<file path="src/hdl/setq_pkg.sv">
// Shared types and constants for the sorted event timer queue.
package setq_pkg;

  localparam int CAPACITY_DEF = 32;
  localparam logic signed [31:0] INVALID_KIND = 32'sd0;

  typedef enum logic [2:0] {
    OP_INIT     = 3'd0,
    OP_SCHEDULE = 3'd1,
    OP_PEEK     = 3'd2,
    OP_POP      = 3'd3,
    OP_TICK     = 3'd4
  } setq_op_t;

  typedef enum logic [1:0] {
    CELL_HOLD   = 2'd0,
    CELL_CLEAR  = 2'd1,
    CELL_INSERT = 2'd2,
    CELL_SHIFT  = 2'd3
  } setq_cell_cmd_t;

  typedef struct packed {
    logic        [31:0] fire_tick;
    logic signed [31:0] kind;
    logic signed [31:0] map_index;
    logic signed [31:0] map_x;
    logic signed [31:0] map_y;
    logic signed [31:0] cell_num;
    logic signed [31:0] aux_zero;
    logic signed [31:0] aux_one;
    logic signed [31:0] aux_two;
    logic signed [31:0] aux_three;
    logic signed [31:0] aux_four;
  } setq_entry_t;

  // Broadcast from the controller to every cell in the row.
  typedef struct packed {
    setq_cell_cmd_t cmd;
    setq_entry_t    new_entry;
  } setq_ctrl_t;

endpackage

</file>
<file path="src/hdl/setq_cell.sv">
// One slot of the sorted queue: holds an entry and trades it with its neighbours.
module setq_cell
  import setq_pkg::*;
(
  input  logic        clk,
  input  logic        rst_n,
  input  setq_ctrl_t  ctrl,
  input  setq_entry_t left_entry,
  input  logic        left_valid,
  input  logic        left_push,
  input  setq_entry_t right_entry,
  input  logic        right_valid,
  output setq_entry_t entry,
  output logic        valid,
  output logic        push
);

  setq_entry_t entry_r, entry_nxt;
  logic        valid_r, valid_nxt;

  // New key lands here or earlier: slot is free or holds a later tick.
  assign push = !valid_r || (entry_r.fire_tick > ctrl.new_entry.fire_tick);

  always_comb begin
    entry_nxt = entry_r;
    valid_nxt = valid_r;
    unique case (ctrl.cmd)
      CELL_HOLD: begin
      end
      CELL_CLEAR: begin
        valid_nxt = 1'b0;
      end
      CELL_INSERT: begin
        if (push) begin
          if (left_push) begin
            entry_nxt = left_entry;
            valid_nxt = left_valid;
          end else begin
            entry_nxt = ctrl.new_entry;
            valid_nxt = 1'b1;
          end
        end
      end
      CELL_SHIFT: begin
        entry_nxt = right_entry;
        valid_nxt = right_valid;
      end
      default: begin
      end
    endcase
  end

  always_ff @(posedge clk) begin
    if (!rst_n) begin
      valid_r <= 1'b0;
    end else begin
      valid_r <= valid_nxt;
    end
  end

  always_ff @(posedge clk) begin
    entry_r <= entry_nxt;
  end

  assign entry = entry_r;
  assign valid = valid_r;

endmodule

</file>
<file path="config.mk">
export PLATFORM = sky130hd
export DESIGN_NAME = setq_cell
export DESIGN_NICKNAME = d
export VERILOG_FILES = /design/src/hdl/setq_pkg.sv /design/src/hdl/setq_cell.sv
export SDC_FILE = /design/constraint.sdc
export NUM_CORES = 1
export LEC_CHECK = 0
export BUFFER_PORTS_ARGS = -buffer_cell sky130_fd_sc_hd__clkbuf_2
export CORE_AREA = 4 4 553 555
export DETAILED_ROUTE_END_ITERATION = 8
export DIE_AREA = 0 0 557 559
export SYNTH_ARGS = -nofsm -noshare
export SYNTH_HDL_FRONTEND = slang
export SYNTH_SLANG_ARGS = --single-unit
export TNS_END_PERCENT = 30
</file>
<file path="constraint.sdc">
create_clock -name clk -period 24.8 [get_ports clk]
set_clock_uncertainty 0.1 [all_clocks]
set_input_delay 3.72 -clock clk [delete_from_list [all_inputs] [get_ports clk]]
set_output_delay 3.72 -clock clk [all_outputs]
set_load 0.01 [all_outputs]
</file>
Word level (Yosys, flattened, before mapping)
Cells that the tools add are included.

cells by class
  $add $sub $neg = 0
  multipliers = 0
  div/mod/pow operators = 0
  magnitude comparators = 1
  equality and inequality tests = 4
  shifts and indexed selects = 0
  multiplexer cells = 6
  bitwise operators = 0
  reductions and logical operators = 6

operators by type and width
  operator            count
  $mux 352            2
  $pmux 352 s2        1
  $gt 32x32->1        1
  $eq 2x2->1 const B  2
  $reduce_and 2->1    2
  $pmux 1 s3          1
  $reduce_bool 3->1   1
  $eq 2x1->1 const B  1
  $mux 1              2
  $ne 2x2->1 const B  1
  $reduce_bool 2->1   1
  $logic_not 1->1     1
  $logic_or 1x1->1    1

word-level totals
  bits in registers = 353
  latch bits = 0
  memory bits (writable) = 0
  ROM bits = 0
  input bits = 1063
  output and inout bits = 354
  word-level logic and storage cells = 29
  memories kept = 0

Logic depth before layout (Yosys ltp)
  depth in word-level cells = 4
  depth in mapped cells = 8
  depth with buffers taken out = 8

Worst setup path before layout
OpenSTA, ideal clock, no wires.

  path kind = input-to-reg
  start point = in ctrl[351] (netlist bit)
  end point = reg entry_r (netlist bit entry[0]) (enable)
  library setup time = 1159 ps
  arrival time = 20939 ps
  required time = 23541 ps
  slack = 2602 ps
  stages = 7
  path buffers = 0
  cell sequence = inv_1 > ha_1 > nand4_2 > or4_1 > a31oi_1 > o21ai_0 > a21boi_1

between the ends
  longest elaborated chain between the ends = 4

RTL lines
  what                               RTL line         source
  from (decl)                        setq_cell.sv:7   input setq_ctrl_t ctrl,
  $gt 32x32->1                       setq_cell.sv:22  assign push = !valid_r || (entry_r.fire_tick > ctrl.new_entry.fire_tick);
  $logic_or 1x1->1                   setq_cell.sv:22
  $ne 2x2->1 (no source line)        n/a
  $reduce_and 2->1 (no source line)  n/a
  to (signal assigned)               setq_cell.sv:62  entry_r <= entry_nxt;
  to (decl)                          setq_cell.sv:18  setq_entry_t entry_r, entry_nxt;

Every way passes these cells.
A chain may end at the register's enable or synchronous reset.

Final worst setup path
  start point = in ctrl[347] (netlist bit)
  end point = out push

between the ends
  longest elaborated chain between the ends = 2

RTL lines
  what              RTL line         source
  $gt 32x32->1      setq_cell.sv:22
  $logic_or 1x1->1  setq_cell.sv:22
  to (decl)         setq_cell.sv:15  output logic push

Every way passes these cells.

==> impl_metrics.env <==
export IMPL_run_status="completed"
export IMPL_synth_top_family_by_area="multiplexers"
export IMPL_muxShareOfSynthArea_pct=19.0
export IMPL_synth_nets=2746
export IMPL_final_max_slew_violation_count=0
export IMPL_synth_seq_cells=353
export IMPL_timing_setup_critical_path_class="in -> out"
export IMPL_port_buffers=1416
export IMPL_viasPerCell=3.05
export IMPL_fin_nets=4123
export IMPL_syn_avg_cell_area_um2=11.2
export IMPL_cts_sinks=353
export IMPL_fin_util_pct=10.8
export IMPL_wire_per_inst_um=37.8
export IMPL_path_clk_slew_ns=0.06
export IMPL_grt_pass1_vias=20000
export IMPL_routed_wl_um=271000
export IMPL_regToRegEndpoint="entry[187]$_DFFE_PP_"
export IMPL_synth_top_area_share_pct=57.0
export IMPL_drive_above_1_share_pct=49.9
export IMPL_end_kind="primary output"
export IMPL_synth_ff_type="edfxtp_1"
export IMPL_cp_cell_sequence="clkbuf_2 > inv_1 > ha_1 > nand4_1 > or4_1 > nor3_1 > a31oi_1 > o21ai_0 > nand2_1 > clkbuf_2"
export IMPL_worst_slew_pin_slew_ns=1.12
export IMPL_start_util_pct=6.15
export IMPL_async_flop_share_pct=0
export IMPL_antenna_found_initial=494
export IMPL_slew_headroom_pct=23.1
export IMPL_core_mm2=0.302
export IMPL_hp_start="valid$_SDFFE_PN0P_"
export IMPL_r2r_cells=9
export IMPL_setup_tns_ns=0
export IMPL_fp_dieArea_mm2=0.311
export IMPL_postPlaceCellArea_mm2=0.0303
export IMPL_crit_required_ns=20.98
export IMPL_postCtsSetupBuffers=0
export IMPL_synthAdderAreaFrac_pct=2.16
export IMPL_cts_resized=0
export IMPL_grt_pass1_wl_um=312000
export IMPL_rsz0062_at_grt="false"
export IMPL_pin_count=1417
export IMPL_yosysMostFrequentCell="nand2_1"
export IMPL_synthTopCellsByCount="nand2_1, o21ai_0, edfxtp_1, mux2i_1, clkbuf_1"
export IMPL_die_h_um=559
export IMPL_place_gp_congestion=0.936
export IMPL_fin_hold_ws_ns=0.675
export IMPL_finalNonFillerCells=7159
export IMPL_setup_violations=0
export IMPL_synth_area_mm2=0.0185
export IMPL_start_kind="primary input"
export IMPL_synth_xor_area_share_pct=0
export IMPL_hold_viol_final=0
export IMPL_layout_min_cycle_time_ns=10.27
export IMPL_slowest_delay_ns=0.78
export IMPL_grt_overflow=0
export IMPL_yosys_top_cells_area="edfxtp_1, mux2i_1, o21ai_0"
export IMPL_h_tree_depth=2
export IMPL_dp_cells=6949
export IMPL_synth_distinct_cells=27
export IMPL_grt_max_degree=236
export IMPL_vias=21800
export IMPL_hp_class="reg -> reg"
export IMPL_reg2reg_from="entry[347]$_DFFE_PP_"
export IMPL_path_max_fanout=4
export IMPL_hpwlAfterDp_um=249000
export IMPL_cts_tree="done"
export IMPL_synth_compound_area_share_pct=10.6
export IMPL_fp_dieW_um=557
export IMPL_clockBufferDepth=3
export IMPL_root_buffer="clkbuf_16"
export IMPL_powerDensity_mw_per_mm2=61.0
export IMPL_leakagePower_nw=13.9
export IMPL_cp_slowest_cell="or4_1"
export IMPL_cts_hold_buf=0
export IMPL_whs_path_depth=2
export IMPL_yosys_warnings=0
export IMPL_ant_nets=0
export IMPL_track_usage_pct=16.6
export IMPL_critPathTopFamily="simple AND/OR/NAND/NOR gates"
export IMPL_syn2layout_area_growth_pct=75.1
export IMPL_peakVddDrop_v=0.0000466
export IMPL_clk_latency_ns=0.77
export IMPL_rrSetupSlack_ns=18.73
export IMPL_design_area_mm2=0.0325
export IMPL_cts_buffers=55
export IMPL_post_route_period_util_pct=41.4
export IMPL_critPathMostFrequentCell="clkbuf_2"
export IMPL_rows=202
export IMPL_drc=0
export IMPL_synthCells=1651
export IMPL_yosysTopAreaCell="edfxtp_1"
export IMPL_initialDrtViolationCount=1686
export IMPL_arrival_ns=6.45
export IMPL_ys_seq_area_share_pct=57.1
export IMPL_holdPathEnd="valid$_SDFFE_PN0P_"
export IMPL_fmax_mhz=97.4
export IMPL_synth_simple_gate_area_share_pct=7.94
export IMPL_worst_path_buf_inv=3
export IMPL_synth_edf_count=352
export IMPL_dr_pass1_iters=5
export IMPL_drv_cap=0
-- registers in the layout (all words and copies together) (netlist names) --
| signal | count |
|---|---|
| entry | 352 |
| valid | 1 |
-- tightest hold or removal path: stages, from the launching register on --
cell     delay (ns)
dfxtp_1        0.34
nor2b_1        0.18
a31o_1         0.21
-- layer usage --
layer | track usage, % | vias up | share of wire [%]
met5 | 0 | - | 0.84
li1 | - | 8933 | -
met1 | 16.7 | 9795 | 34
met3 | 14.6 | 874 | 20
met2 | 24.7 | 1874 | 41
met4 | 6.02 | 356 | 4.3
-- final cells by class --
| type | count | area, um2 |
|---|---|---|
| flip-flops and latches | 353 | 10600 |
| multi-input cells | 1148 | 7370 |
| repair buffers | 1437 | 7280 |
| fillers | 34900 | 269000 |
| diodes | 106 | 265 |
| clock inverters | 43 | 464 |
| inverters | 33 | 124 |
| clock buffers | 61 | 1400 |
| well taps | 3978 | 4980 |
-- worst max path at each step --
stage,start,slack (ns),to,depth (start not counted)
floorplan,ctrl[351],2.60,entry[0]$_DFFE_PP_,7
detailed placement,ctrl[347],14.45,push,10
global placement,ctrl[347],14.54,push,10
finish,ctrl[347],14.53,push,10
CTS,ctrl[347],14.45,push,10
global route,ctrl[347],14.44,push,10
-- cell families after synthesis --
group                      count (synthesis)
AOI/OAI and AO/OA                        384
adders and majority gates                 32
buffers and inverters                    150
DFF                                      353
muxes                                    352
and+or+nand+nor                          380
-- per-stage QoR --
step                      power (mW)  worst slack, ns
after floorplan                0.913             2.60
after global placement          1.15            14.54
after detailed placement        1.16            14.45
after CTS                       2.04            14.45
after global routing            2.07            14.44
final                           1.98            14.53
-- power by group --
part	switching, mW	internal, mW
logic	0.249	0.143
clock network	0.384	0.458
registers	0.0210	0.726
-- cell usage in the layout (no fill, tap or decap), types with 17 or more instances in the layout --
cell type	synthesis	routed
edfxtp_1	352	352
ha_1	32	32
o21ai_0	355	355
mux2i_1	352	352
diode_2	0	106
buf_4	0	19
a21oi_1	17	17
clkbuf_16	0	55
clkbuf_2	0	1415
inv_1	33	33
nand2_1	362	362
Note: power is estimated with default switching activity, not from simulation.
